[src/rtl/length_prefixed_datagram_deframer_unit_assert.svh]
// ---------------------------------------------------------------------------
// Assertion macros for the length-prefixed datagram deframer
// Concurrent checks, compiled out when SYNTH is defined.
// ---------------------------------------------------------------------------
`ifndef LENGTH_PREFIXED_DATAGRAM_DEFRAMER_UNIT_ASSERT_SVH
`define LENGTH_PREFIXED_DATAGRAM_DEFRAMER_UNIT_ASSERT_SVH

`ifndef SYNTH
// check a property on every clock edge outside reset
`define LPDD_ASSERT(lbl, clk, rst, prop, msg) \
   lbl: assert property (@(posedge clk) disable iff (rst) prop) else $error(msg);
// check a property on every clock edge, reset included
`define LPDD_ASSERT_ALWAYS(lbl, clk, prop, msg) \
   lbl: assert property (@(posedge clk) prop) else $error(msg);
`else
`define LPDD_ASSERT(lbl, clk, rst, prop, msg)
`define LPDD_ASSERT_ALWAYS(lbl, clk, prop, msg)
`endif

`endif

[src/rtl/lpdd_pkg.sv]
// ---------------------------------------------------------------------------
// lpdd_pkg
// Types and constants shared by the datagram deframer files.
// ---------------------------------------------------------------------------
`timescale 1ns / 1ps
`default_nettype none

package lpdd_pkg;

   // default width of the largest accepted part length
   localparam int unsigned MAX_LENGTH_BITS_DEFAULT = 31;

   // beat field widths
   localparam int unsigned BYTE_W   = 8;
   localparam int unsigned STATUS_W = 3;
   localparam int unsigned LEN_W    = 32;

   // command carried by an input beat
   typedef enum logic {
      CMD_BYTE  = 1'b0,
      CMD_CLEAR = 1'b1
   } cmd_type;

   // tag carried by a result beat
   typedef enum logic [STATUS_W-1:0] {
      ST_LENGTH  = 3'd0,
      ST_HEADER  = 3'd1,
      ST_CONTENT = 3'd2,
      ST_TOO_BIG = 3'd3,
      ST_REFUSED = 3'd4,
      ST_CLEARED = 3'd5
   } status_type;

   // parser phase, one-hot
   typedef enum logic [3:0] {
      PH_LENGTHS = 4'b0001,
      PH_HEADER  = 4'b0010,
      PH_CONTENT = 4'b0100,
      PH_ERROR   = 4'b1000
   } phase_type;

   typedef struct packed {
      cmd_type           cmd;
      logic [BYTE_W-1:0] stream_byte;
   } item_type;

   typedef struct packed {
      logic [BYTE_W-1:0] out_byte;
      status_type        status;
      logic              header_done;
      logic              datagram_done;
   } result_type;

endpackage

`default_nettype wire

[src/rtl/lpdd_if.sv]
// ---------------------------------------------------------------------------
// lpdd_req_if / lpdd_rsp_if
// Valid/ready channels for stream bytes in and tagged bytes out.
// ---------------------------------------------------------------------------
`timescale 1ns / 1ps
`default_nettype none

interface lpdd_req_if;
   logic                            valid;
   logic                            ready;
   logic                            cmd;
   logic [lpdd_pkg::BYTE_W-1:0]     stream_byte;

   modport source (output valid, output cmd, output stream_byte, input ready);
   modport sink   (input valid, input cmd, input stream_byte, output ready);
endinterface

interface lpdd_rsp_if;
   logic                            valid;
   logic                            ready;
   logic [lpdd_pkg::BYTE_W-1:0]     out_byte;
   logic [lpdd_pkg::STATUS_W-1:0]   status;
   logic                            header_done;
   logic                            datagram_done;

   modport source (output valid, output out_byte, output status, output header_done,
                   output datagram_done, input ready);
   modport sink   (input valid, input out_byte, input status, input header_done,
                   input datagram_done, output ready);
endinterface

`default_nettype wire

[src/rtl/lpdd_parse.sv]
// ---------------------------------------------------------------------------
// lpdd_parse
// Parser state and the single-pass step that tags one byte per beat.
// ---------------------------------------------------------------------------
`timescale 1ns / 1ps
`default_nettype none
`include "length_prefixed_datagram_deframer_unit_assert.svh"

module lpdd_parse #(
   parameter int unsigned MAX_LENGTH_BITS = lpdd_pkg::MAX_LENGTH_BITS_DEFAULT
) (
   input  wire logic                 clock,
   input  wire logic                 reset,
   input  wire logic                 step,
   input  wire lpdd_pkg::item_type   item,
   output      lpdd_pkg::result_type result
);

   lpdd_pkg::phase_type              phase_ff, phase_in;
   logic [2:0]                       count_ff, count_in;
   logic [lpdd_pkg::LEN_W-1:0]       hdr_len_ff, hdr_len_in;
   logic [lpdd_pkg::LEN_W-1:0]       cnt_len_ff, cnt_len_in;
   logic [MAX_LENGTH_BITS-1:0]       left_ff, left_in;
   logic [MAX_LENGTH_BITS-1:0]       left_dec;
   logic                             start_content;

   assign left_dec = left_ff - {{(MAX_LENGTH_BITS-1){1'b0}}, 1'b1};

   // work out the tag for this byte and the next parser state
   always_comb begin
      phase_in             = phase_ff;
      count_in             = count_ff;
      hdr_len_in           = hdr_len_ff;
      cnt_len_in           = cnt_len_ff;
      left_in              = left_ff;
      start_content        = 1'b0;
      result.out_byte      = item.stream_byte;
      result.status        = lpdd_pkg::ST_REFUSED;
      result.header_done   = 1'b0;
      result.datagram_done = 1'b0;

      if (item.cmd == lpdd_pkg::CMD_CLEAR) begin
         phase_in        = lpdd_pkg::PH_LENGTHS;
         count_in        = 3'd0;
         hdr_len_in      = '0;
         cnt_len_in      = '0;
         left_in         = '0;
         result.out_byte = '0;
         result.status   = lpdd_pkg::ST_CLEARED;
      end else begin
         case (phase_ff)
            lpdd_pkg::PH_LENGTHS: begin
               result.status = lpdd_pkg::ST_LENGTH;
               if (!count_ff[2]) begin
                  hdr_len_in = {hdr_len_ff[lpdd_pkg::LEN_W-9:0], item.stream_byte};
               end else begin
                  cnt_len_in = {cnt_len_ff[lpdd_pkg::LEN_W-9:0], item.stream_byte};
               end
               count_in = count_ff + 3'd1;
               // eighth length byte: check limits and pick the next part
               if (count_ff == 3'd7) begin
                  if (((hdr_len_in >> MAX_LENGTH_BITS) != '0) ||
                      ((cnt_len_in >> MAX_LENGTH_BITS) != '0)) begin
                     result.status = lpdd_pkg::ST_TOO_BIG;
                     phase_in      = lpdd_pkg::PH_ERROR;
                     left_in       = '0;
                  end else if (hdr_len_in == '0) begin
                     result.header_done = 1'b1;
                     start_content      = 1'b1;
                  end else begin
                     phase_in = lpdd_pkg::PH_HEADER;
                     left_in  = hdr_len_in[MAX_LENGTH_BITS-1:0];
                  end
               end
            end
            lpdd_pkg::PH_HEADER: begin
               result.status = lpdd_pkg::ST_HEADER;
               left_in       = left_dec;
               if (left_dec == '0) begin
                  result.header_done = 1'b1;
                  start_content      = 1'b1;
               end
            end
            lpdd_pkg::PH_CONTENT: begin
               result.status = lpdd_pkg::ST_CONTENT;
               left_in       = left_dec;
               if (left_dec == '0) begin
                  result.datagram_done = 1'b1;
                  phase_in             = lpdd_pkg::PH_LENGTHS;
               end
            end
            default: begin
               result.status = lpdd_pkg::ST_REFUSED;
            end
         endcase

         // enter the content part, or end the datagram when it is empty
         if (start_content) begin
            if (cnt_len_in == '0) begin
               result.datagram_done = 1'b1;
               phase_in             = lpdd_pkg::PH_LENGTHS;
               left_in              = '0;
            end else begin
               phase_in = lpdd_pkg::PH_CONTENT;
               left_in  = cnt_len_in[MAX_LENGTH_BITS-1:0];
            end
         end
      end
   end

   // advance the parser once per accepted beat
   always_ff @(posedge clock) begin
      if (reset) begin
         phase_ff   <= lpdd_pkg::PH_LENGTHS;
         count_ff   <= 3'd0;
         hdr_len_ff <= '0;
         cnt_len_ff <= '0;
         left_ff    <= '0;
      end else if (step) begin
         phase_ff   <= phase_in;
         count_ff   <= count_in;
         hdr_len_ff <= hdr_len_in;
         cnt_len_ff <= cnt_len_in;
         left_ff    <= left_in;
      end
   end

   `LPDD_ASSERT(a_part_has_bytes_left, clock, reset, (phase_ff == lpdd_pkg::PH_HEADER || phase_ff == lpdd_pkg::PH_CONTENT) |-> (left_ff != '0), "header or content phase with no bytes left")
   `LPDD_ASSERT(a_clear_restarts, clock, reset, (step && item.cmd == lpdd_pkg::CMD_CLEAR) |=> (phase_ff == lpdd_pkg::PH_LENGTHS && count_ff == 3'd0), "clear did not restart the parser")
   `LPDD_ASSERT(a_error_sticky, clock, reset, (step && item.cmd == lpdd_pkg::CMD_BYTE && phase_ff == lpdd_pkg::PH_ERROR) |=> (phase_ff == lpdd_pkg::PH_ERROR), "error phase left without a clear")

endmodule

`default_nettype wire

[src/rtl/length_prefixed_datagram_deframer_unit.sv]
// ---------------------------------------------------------------------------
// length_prefixed_datagram_deframer_unit
// Splits a byte stream into length-prefixed datagrams and tags every byte.
// ---------------------------------------------------------------------------
// Takes one beat per clock while results are taken and returns one tagged
// beat for each, in order. A beat passes an input register, the single-pass
// parse step and a result register, from which it is offered. The rate is
// one beat per cycle while the receiver keeps up, set by the parse step that
// updates the length counters and the phase for every beat. The input side
// keeps taking beats while a result waits, until both registers hold an
// untaken beat. Each datagram opens with a big-endian 32-bit header length
// and a 32-bit content length; a length above 2^MAX_LENGTH_BITS-1 sends the
// parser into an error state that refuses bytes until a clear command. No
// clearing pass follows reset.
`timescale 1ns / 1ps
`default_nettype none
`include "length_prefixed_datagram_deframer_unit_assert.svh"

module length_prefixed_datagram_deframer_unit #(
   parameter int unsigned MAX_LENGTH_BITS = lpdd_pkg::MAX_LENGTH_BITS_DEFAULT
) (
   input wire logic   clock,
   input wire logic   reset,
   lpdd_req_if.sink   req_chan,
   lpdd_rsp_if.source rsp_chan
);

   logic                 in_valid_ff;
   lpdd_pkg::item_type   in_item_ff;
   logic                 out_valid_ff;
   lpdd_pkg::result_type out_result_ff;
   lpdd_pkg::result_type step_result;
   logic                 out_free;
   logic                 advance;
   logic                 req_accept;

   // move a beat on when the result register is empty or being emptied
   assign out_free   = !out_valid_ff || rsp_chan.ready;
   assign advance    = in_valid_ff && out_free;
   assign req_chan.ready = !in_valid_ff || advance;
   assign req_accept = req_chan.valid && req_chan.ready;

   // hold the input beat
   always_ff @(posedge clock) begin
      if (reset) begin
         in_valid_ff <= 1'b0;
      end else if (req_chan.ready) begin
         in_valid_ff <= req_chan.valid;
      end
   end

   always_ff @(posedge clock) begin
      if (req_accept) begin
         in_item_ff.cmd         <= lpdd_pkg::cmd_type'(req_chan.cmd);
         in_item_ff.stream_byte <= req_chan.stream_byte;
      end
   end

   lpdd_parse #(
      .MAX_LENGTH_BITS (MAX_LENGTH_BITS)
   ) u_parse (
      .clock  (clock),
      .reset  (reset),
      .step   (advance),
      .item   (in_item_ff),
      .result (step_result)
   );

   // hold the result beat until taken
   always_ff @(posedge clock) begin
      if (reset) begin
         out_valid_ff <= 1'b0;
      end else if (out_free) begin
         out_valid_ff <= in_valid_ff;
      end
   end

   always_ff @(posedge clock) begin
      if (advance) begin
         out_result_ff <= step_result;
      end
   end

   assign rsp_chan.valid         = out_valid_ff;
   assign rsp_chan.out_byte      = out_result_ff.out_byte;
   assign rsp_chan.status        = out_result_ff.status;
   assign rsp_chan.header_done   = out_result_ff.header_done;
   assign rsp_chan.datagram_done = out_result_ff.datagram_done;

   `LPDD_ASSERT(a_advance_loads_result, clock, reset, advance |=> out_valid_ff, "parsed beat not loaded into result register")
   `LPDD_ASSERT(a_blocked_beat_held, clock, reset, (in_valid_ff && !out_free) |=> in_valid_ff, "input beat dropped while result register blocked")
   `LPDD_ASSERT(a_header_done_tag, clock, reset, (out_valid_ff && out_result_ff.header_done) |-> (out_result_ff.status == lpdd_pkg::ST_LENGTH || out_result_ff.status == lpdd_pkg::ST_HEADER), "header end flagged on a byte outside lengths or header")
   `LPDD_ASSERT_ALWAYS(a_no_flags_on_fault, clock, (out_valid_ff && (out_result_ff.status == lpdd_pkg::ST_TOO_BIG || out_result_ff.status == lpdd_pkg::ST_REFUSED || out_result_ff.status == lpdd_pkg::ST_CLEARED)) |-> (!out_result_ff.header_done && !out_result_ff.datagram_done), "done flag on an error or clear result")

endmodule

`default_nettype wire

[src/flat_wrapper.sv]
// flat-port wrapper written by rule: the top's interface ports become plain ports
module length_prefixed_datagram_deframer_unit_flat 
#(
   parameter int unsigned MAX_LENGTH_BITS = lpdd_pkg::MAX_LENGTH_BITS_DEFAULT
)
  (clock, reset, req_chan_valid, req_chan_cmd, req_chan_stream_byte, req_chan_ready, rsp_chan_valid, rsp_chan_out_byte, rsp_chan_status, rsp_chan_header_done, rsp_chan_datagram_done, rsp_chan_ready);
  lpdd_req_if req_chan_i ();
  lpdd_rsp_if rsp_chan_i ();
  input wire logic clock;
  input wire logic reset;
  input wire logic [$bits(req_chan_i.valid)-1:0] req_chan_valid;
  input wire logic [$bits(req_chan_i.cmd)-1:0] req_chan_cmd;
  input wire logic [$bits(req_chan_i.stream_byte)-1:0] req_chan_stream_byte;
  output wire logic [$bits(req_chan_i.ready)-1:0] req_chan_ready;
  output wire logic [$bits(rsp_chan_i.valid)-1:0] rsp_chan_valid;
  output wire logic [$bits(rsp_chan_i.out_byte)-1:0] rsp_chan_out_byte;
  output wire logic [$bits(rsp_chan_i.status)-1:0] rsp_chan_status;
  output wire logic [$bits(rsp_chan_i.header_done)-1:0] rsp_chan_header_done;
  output wire logic [$bits(rsp_chan_i.datagram_done)-1:0] rsp_chan_datagram_done;
  input wire logic [$bits(rsp_chan_i.ready)-1:0] rsp_chan_ready;
  assign req_chan_i.valid = req_chan_valid;
  assign req_chan_i.cmd = req_chan_cmd;
  assign req_chan_i.stream_byte = req_chan_stream_byte;
  assign req_chan_ready = req_chan_i.ready;
  assign rsp_chan_valid = rsp_chan_i.valid;
  assign rsp_chan_out_byte = rsp_chan_i.out_byte;
  assign rsp_chan_status = rsp_chan_i.status;
  assign rsp_chan_header_done = rsp_chan_i.header_done;
  assign rsp_chan_datagram_done = rsp_chan_i.datagram_done;
  assign rsp_chan_i.ready = rsp_chan_ready;
  length_prefixed_datagram_deframer_unit #(.MAX_LENGTH_BITS(MAX_LENGTH_BITS)) u_core (.clock(clock), .reset(reset), .req_chan(req_chan_i), .rsp_chan(rsp_chan_i));
endmodule
[config.mk]
export PLATFORM = sky130hd
export DESIGN_NAME = length_prefixed_datagram_deframer_unit_flat
export DESIGN_NICKNAME = d
export VERILOG_FILES = /design/src/rtl/lpdd_pkg.sv /design/src/rtl/lpdd_if.sv /design/src/rtl/lpdd_parse.sv /design/src/rtl/length_prefixed_datagram_deframer_unit.sv /design/src/flat_wrapper.sv
export VERILOG_INCLUDE_DIRS = /design/src /design/src/rtl
export SDC_FILE = /design/constraint.sdc
export NUM_CORES = 1
export LEC_CHECK = 0
export ABC_CLOCK_PERIOD_IN_PS = 4000
export CAP_MARGIN = 0
export CORE_MARGIN = 10
export CORE_UTILIZATION = 53
export DETAILED_ROUTE_END_ITERATION = 10
export DONT_BUFFER_PORTS = 1
export PLACE_DENSITY = 0.68
export REMOVE_ABC_BUFFERS = 1
export SYNTH_ARGS = -nofsm -noshare
export SYNTH_HDL_FRONTEND = slang
export SYNTH_SLANG_ARGS = --single-unit
[constraint.sdc]
create_clock -name clock -period 4 [get_ports clock]
set_input_delay 0.6 -clock clock [delete_from_list [all_inputs] [get_ports clock]]
set_output_delay 0.6 -clock clock [all_outputs]
set_load 0.05 [all_outputs]
==> results of run 1 <==
==> layout make-up <==
type	count	area, sq um	area share (%)
Timing Repair Buffer	14	118	1.59
Multi-Input combinational cell	555	3670	49.6
Clock buffer	17	425	5.75
Sequential cell	126	2740	37.1
Clock inverter	15	198	2.67
Inverter	10	37.5	0.507
Tap cell	168	210	2.84
==> stage by stage <==
step	setup WS, ps	util, %	setup TNS (ps)	instances
2_1_floorplan	-1160	-	-67080	691
3_3_place_gp	765	55.7	0	873
3_5_place_dp	687	55.7	0	873
4_1_cts	658	60.8	0	905
5_1_grt	268	60.8	0	905
6_report	548	60.8	0	905
==> logic make-up after synthesis <==
family                   synth area share [%]
XOR/XNOR                                 1.18
flip-flops                               41.1
adder cells (fa/ha/maj)                 0.750
AO/OA/AOI/OAI                            22.1
AND/OR/NAND/NOR                          21.0
multiplexers                             9.66
buffers and inverters                    4.20
==> sequential cells by signal (all words and copies together) (netlist names) <==
name / flops
u_core.rsp_chan.valid: 1
u_core.rsp_chan.datagram_done: 1
u_core.rsp_chan.header_done: 1
u_core.u_parse.phase_ff: 4
u_core.in_valid_ff: 1
u_core.rsp_chan.out_byte: 8
u_core.u_parse.count_ff: 3
u_core.u_parse.left_ff: 31
u_core.u_parse.cnt_len_ff: 32
u_core.rsp_chan.status: 3
u_core.u_parse.hdr_len_ff: 32
u_core.in_item_ff: 9
==> path summary, 6_finish.rpt <==
kind	endpoint	cells after the start	from	slack, ps
hold reg to reg	u_core.u_parse.hdr_len_ff[31]$_SDFFE_PP0P_	2	u_core.u_parse.hdr_len_ff[31]$_SDFFE_PP0P_	520
hold / removal	u_core.rsp_chan.valid$_SDFFE_PP0P_	1	reset	240
setup reg to reg	u_core.u_parse.left_ff[30]$_SDFFE_PP0P_	11	u_core.u_parse.left_ff[0]$_SDFFE_PP0P_	550
setup / recovery	u_core.u_parse.left_ff[30]$_SDFFE_PP0P_	11	u_core.u_parse.left_ff[0]$_SDFFE_PP0P_	550
==> layer usage <==
metal	vias to the layer above	routed length (microns)	track usage (%)
met3	53	1630	5.11
met1	3027	9450	32.2
met2	286	9600	36.1
met4	0	696	9.72
met5	-	0	0
li1	2804	-	-
==> cells in the final DEF (no fill, tap or decap), drive strengths merged, types with 22 or more instances in the layout <==
cell / Yosys / final
nor2: 114 / 114
dfxtp: 104 / 104
a22oi: 94 / 94
mux2i: 61 / 61
o21ai: 59 / 59
nand2: 31 / 31
nor3: 26 / 26
nor4: 24 / 24
edfxtp: 22 / 22
==> power by group <==
part | internal [mW] | total (mW) | switching [mW]
clock network | 1.00 | 1.64 | 0.640
registers | 1.31 | 1.35 | 0.0418
logic | 0.0264 | 0.0871 | 0.0607
total | 2.34 | 3.08 | 0.743
==> worst max-delay path, delay by kind of cell (launching register included) <==
| kind | cells | cell delay, ps |
|---|---|---|
| adders and majority gates | 1 | 250 |
| and+or+nand+nor | 4 | 1520 |
| xor gates and xnor gates | 1 | 180 |
| buffers and inverters | 2 | 400 |
| DFF | 1 | 360 |
| AOI/OAI and AO/OA | 3 | 650 |
==> reports/results.tsv, run 1 <==
metric	value	unit
grt_max_degree	75	
cts_tree	done	
place_congestion	0.964	
worstMarginPinSlew	1280	ps
antenna_found_initial	0	
synth-seq-cells	126	
ant_nets	0	
netlist.area_leader.share	31.2	%
drt-pass1-iter-count	7	
hp-class	in2reg	
min_period_over_period	86.3	%
critPathMaxFanout	15	
drcViolationCount	0	
criticalPathCategory	reg2reg	
grt_first_pass_wirelength	33000	microns
postPlaceCellArea	6780	sq um
synth-edff-count	22	
synthFlopType	dfxtp_1	
maxCapViolCount	0	
synth_top_area_cell	dfxtp_1	
cpPeakStageDelay	490	ps
rsz0062_at_grt	false	
syn_area_per_cell	8.95	sq um
ys_seq_area_share	41.1	%
ys_top_cells_by_area	dfxtp_1, a22oi_1, edfxtp_1, mux2i_1, nor2_1	
fmax	0.290	GHz
p_leak	2.83	nW
maxSlewViolCount	0	
ctsLongestPathBuffers	2	
synth_cell_types	61	
drt_iter0_drc	661	
syn-instance-count	745	
synth.most_common_cell	nor2_1	
clk_root_buffer_cell	clkbuf_16	
path_cells	inv_1 -> ha_1 -> nor4b_1 -> nand2_1 -> nor4_1 -> xnor2_1 -> o2111ai_2 -> o31ai_2 -> nand3_2 -> buf_12 -> o21ai_0	
fp.dieW	132	microns
die_h	132	microns
p_per_area	416	nW/um^2
drive_above_1_share	12.2	%
hold_viol_final	0	
grt_overflow	0	
status	completed	
routed_wl	21400	microns
via_per_inst	6.82	
core-area	12200	sq um
top_level_ports	28	
peakVddDrop	0.418	mV
endpoint_kind	register	
start_util	54.9	%
h-tree-depth	4	
syn_area	6670	sq um
ys_top_cells_by_count	nor2_1, dfxtp_1, a22oi_1	
die_area	17500	sq um
fin_area	7400	sq um
wl_per_cell	23.6	microns
hold_buffers	0	
diodes	0	
fill_cells	1036	
cp-start-kind	register	
grt_pass1_vias	5679	
clk_pin_slew	60	ps
skew	13.9	ps
crit_required	4360	ps
syn_to_final_growth	10.9	%
async_reset_ff_share	0	%
yosys_warnings	0	
fin_crit	3450	ps
setup_viol	0	
clk_latency	430	ps
dp_hpwl	15100	microns
numCtsBuffers	17	
post_cts_resized	0	
arrival	3810	ps
crit_slowest_cell	nor4b_1	
cts_num_sinks	126	
dr_total_vias	6170	
post_cts_buffers	0	
slew-limit-headroom	14.8	%
fin_nets	741	
rows	40	
p_total	3.08	mW
fin_hold_ws	240	ps
gr-usage-all-layers	23.9	%
port_buffers	0	
Note: power is estimated with default switching activity, not from simulation.
==> run 2: changes to the inputs <==
--- a/config.mk
+++ b/config.mk
@@ -9,10 +9,10 @@
 export ABC_CLOCK_PERIOD_IN_PS = 4000
 export CAP_MARGIN = 0
 export CORE_MARGIN = 10
-export CORE_UTILIZATION = 53
+export CORE_UTILIZATION = 63
 export DETAILED_ROUTE_END_ITERATION = 10
 export DONT_BUFFER_PORTS = 1
-export PLACE_DENSITY = 0.68
+export PLACE_DENSITY = 0.79
 export REMOVE_ABC_BUFFERS = 1
 export SYNTH_ARGS = -nofsm -noshare
 export SYNTH_HDL_FRONTEND = slang
==> run 2 against run 1 <==
Net effect: fmax rose by 4.2%; critical path depth shrank 1; clock skew decreased by 4.9 ps; sequential share of layout area rose by 0.52 points; combinational power decreased by 3.2%; die area is 14% lower; sequential power barely moved; utilization rose by 9.8 points; design area down 1.4%; non-clock buffer count decreased by 4; register-to-register slack improved by 140 ps; global-route usage increased by 4.9 points; critical endpoint is now u_core.rsp_chan.datagram_done$_SDFFCE_PP0P_.
==> reports/results.tsv, run 2 (synthesis gave the netlist of run 1 again) <==
metric	value	unit
slew-limit-headroom	18.4	%
fin_area	7300	sq um
antenna_found_initial	1	
clk_root_buffer_cell	clkbuf_8	
register_area	2740	sq um
switchingPower	0.688	mW
grt_first_pass_wirelength	33200	microns
fin_nets	737	
crit_required	4380	ps
diodes	0	
die_h	123	microns
drt-pass1-iter-count	6	
pre_cts_ws	816	ps
place_congestion	0.944	
criticalPathCategory	reg2reg	
maxSlewViolCount	0	
place_inst	837	
rsz0062_at_grt	false	
stdcell_count	869	
clk_pin_slew	60	ps
crit_slowest_cell	o31a_1	
hold_buffers	0	
p_sw_share	22.7	%
hp-class	in2reg	
syn_to_final_growth	9.38	%
cpPeakStageDelay	490	ps
cts_tree	done	
grt_max_degree	75	
tns	0	ps
drcViolationCount	0	
clk_latency	530	ps
clockPowerShare	52.6	%
crit_buf_inv	1	
fin_crit	3310	ps
cts_num_sinks	126	
core-area	10300	sq um
rows	37	
grt_pass1_vias	5843	
routed_wl	21400	microns
drt_iter0_drc	918	
port_buffers	0	
endpoint_kind	register	
setup_viol	0	
critPathMaxFanout	9	
min_period_over_period	82.8	%
numCtsBuffers	17	
fp.dieW	123	microns
top_level_ports	28	
ctsLongestPathBuffers	2	
h-tree-depth	4	
drive_above_1_share	11.2	%
cp-start-kind	register	
maxCapViolCount	0	
seqPwrFrac	44.7	%
die_area	15100	sq um
via_per_inst	7.17	
p_total	3.03	mW
postPlaceCellArea	6690	sq um
p_per_area	416	nW/um^2
skew	8.91	ps
post_cts_resized	0	
cp_top_family	simple AND/OR/NAND/NOR gates	
final_common_cell	nor2_1	
ant_nets	0	
post_cts_buffers	0	
gr-usage-all-layers	28.7	%
power_frac_comb	2.8	%
wl_per_cell	24.6	microns
multi_input_area	3670	sq um
status	completed	
final_core_util	70.7	%
fin_ws	688	ps
fill_cells	786	
dp_hpwl	14900	microns
path_cells	inv_1 -> ha_1 -> nor4b_1 -> nand2_1 -> nor4_1 -> xnor2_1 -> o2111ai_2 -> o31a_1 -> or2_4 -> a21oi_1	
fmax	0.302	GHz
hold_viol_final	0	
worstMarginPinSlew	1220	ps
fin_hold_ws	145	ps
peakVddDrop	0.440	mV
reg_top3	u_core.u_parse.cnt_len_ff: 32 flops, u_core.u_parse.hdr_len_ff: 32 flops, u_core.u_parse.left_ff: 31 flops	
start_util	64.6	%
internal-power	2.35	mW
grt_overflow	0	
dr_total_vias	6235	
p_leak	2.79	nW
final_cell_mix	nor2_1, dfxtp_1, a22oi_1	
arrival	3690	ps
-- run 2: cell types whose count changed in the layout (fill, tap and decap cells not counted), sizes merged --
| cell | previous run | this run |
|---|---|---|
| buf | 14 | 10 |
| inv | 17 | 14 |
| bufinv | 3 | 4 |
| clkbuf | 17 | 18 |
| clkinvlp | 1 | 2 |
-- run 2: worst reg2reg max path, delay by kind of cell (launching register included) --
family | cells | cell delay (ps)
flops | 1 | 370
simple gates | 4 | 1410
compound gates | 3 | 840
fa+ha+maj | 1 | 230
buf+inv | 1 | 110
xor+xnor | 1 | 210
-- run 2: final cells by class --
| type | count | area share, % |
|---|---|---|
| multi-input cells | 555 | 50.2 |
| flip-flops and latches | 126 | 37.6 |
| clock buffers | 18 | 5.73 |
| clock inverters | 14 | 2.55 |
| well taps | 136 | 2.33 |
| repair buffers | 10 | 1.03 |
| inverters | 10 | 0.514 |
-- run 2: path summary, 6_finish.rpt --
check / slack, ps / endpoint / startpoint / cells after the start
max: 690 / u_core.rsp_chan.datagram_done$_SDFFCE_PP0P_ / u_core.u_parse.left_ff[0]$_SDFFE_PP0P_ / 10
min: 150 / u_core.rsp_chan.valid$_SDFFE_PP0P_ / reset / 1
min reg2reg: 530 / u_core.u_parse.left_ff[23]$_SDFFE_PP0P_ / u_core.u_parse.left_ff[23]$_SDFFE_PP0P_ / 2
max reg2reg: 690 / u_core.rsp_chan.datagram_done$_SDFFCE_PP0P_ / u_core.u_parse.left_ff[0]$_SDFFE_PP0P_ / 10
-- run 2: routing by layer --
| metal | GRT usage [%] | part of all wire (%) | vias up |
|---|---|---|---|
| li1 | - | - | 2776 |
| met3 | 7.70 | 10 | 74 |
| met1 | 36.9 | 40 | 2986 |
| met5 | 0 | 0.061 | - |
| met4 | 17.9 | 5.4 | 2 |
| met2 | 42.3 | 44 | 397 |
-- run 2: power groups by stage --
| stage | Sequential (mW) | Clock [mW] | Combinational [mW] |
|---|---|---|---|
| after CTS | 1.35 | 1.60 | 0.0820 |
| after global routing | 1.36 | 1.65 | 0.0923 |
| final | 1.35 | 1.59 | 0.0843 |
| after floorplan | 1.37 | 0 | 0.0544 |
| after detailed placement | 1.38 | 0 | 0.0802 |
| after global placement | 1.38 | 0 | 0.0781 |
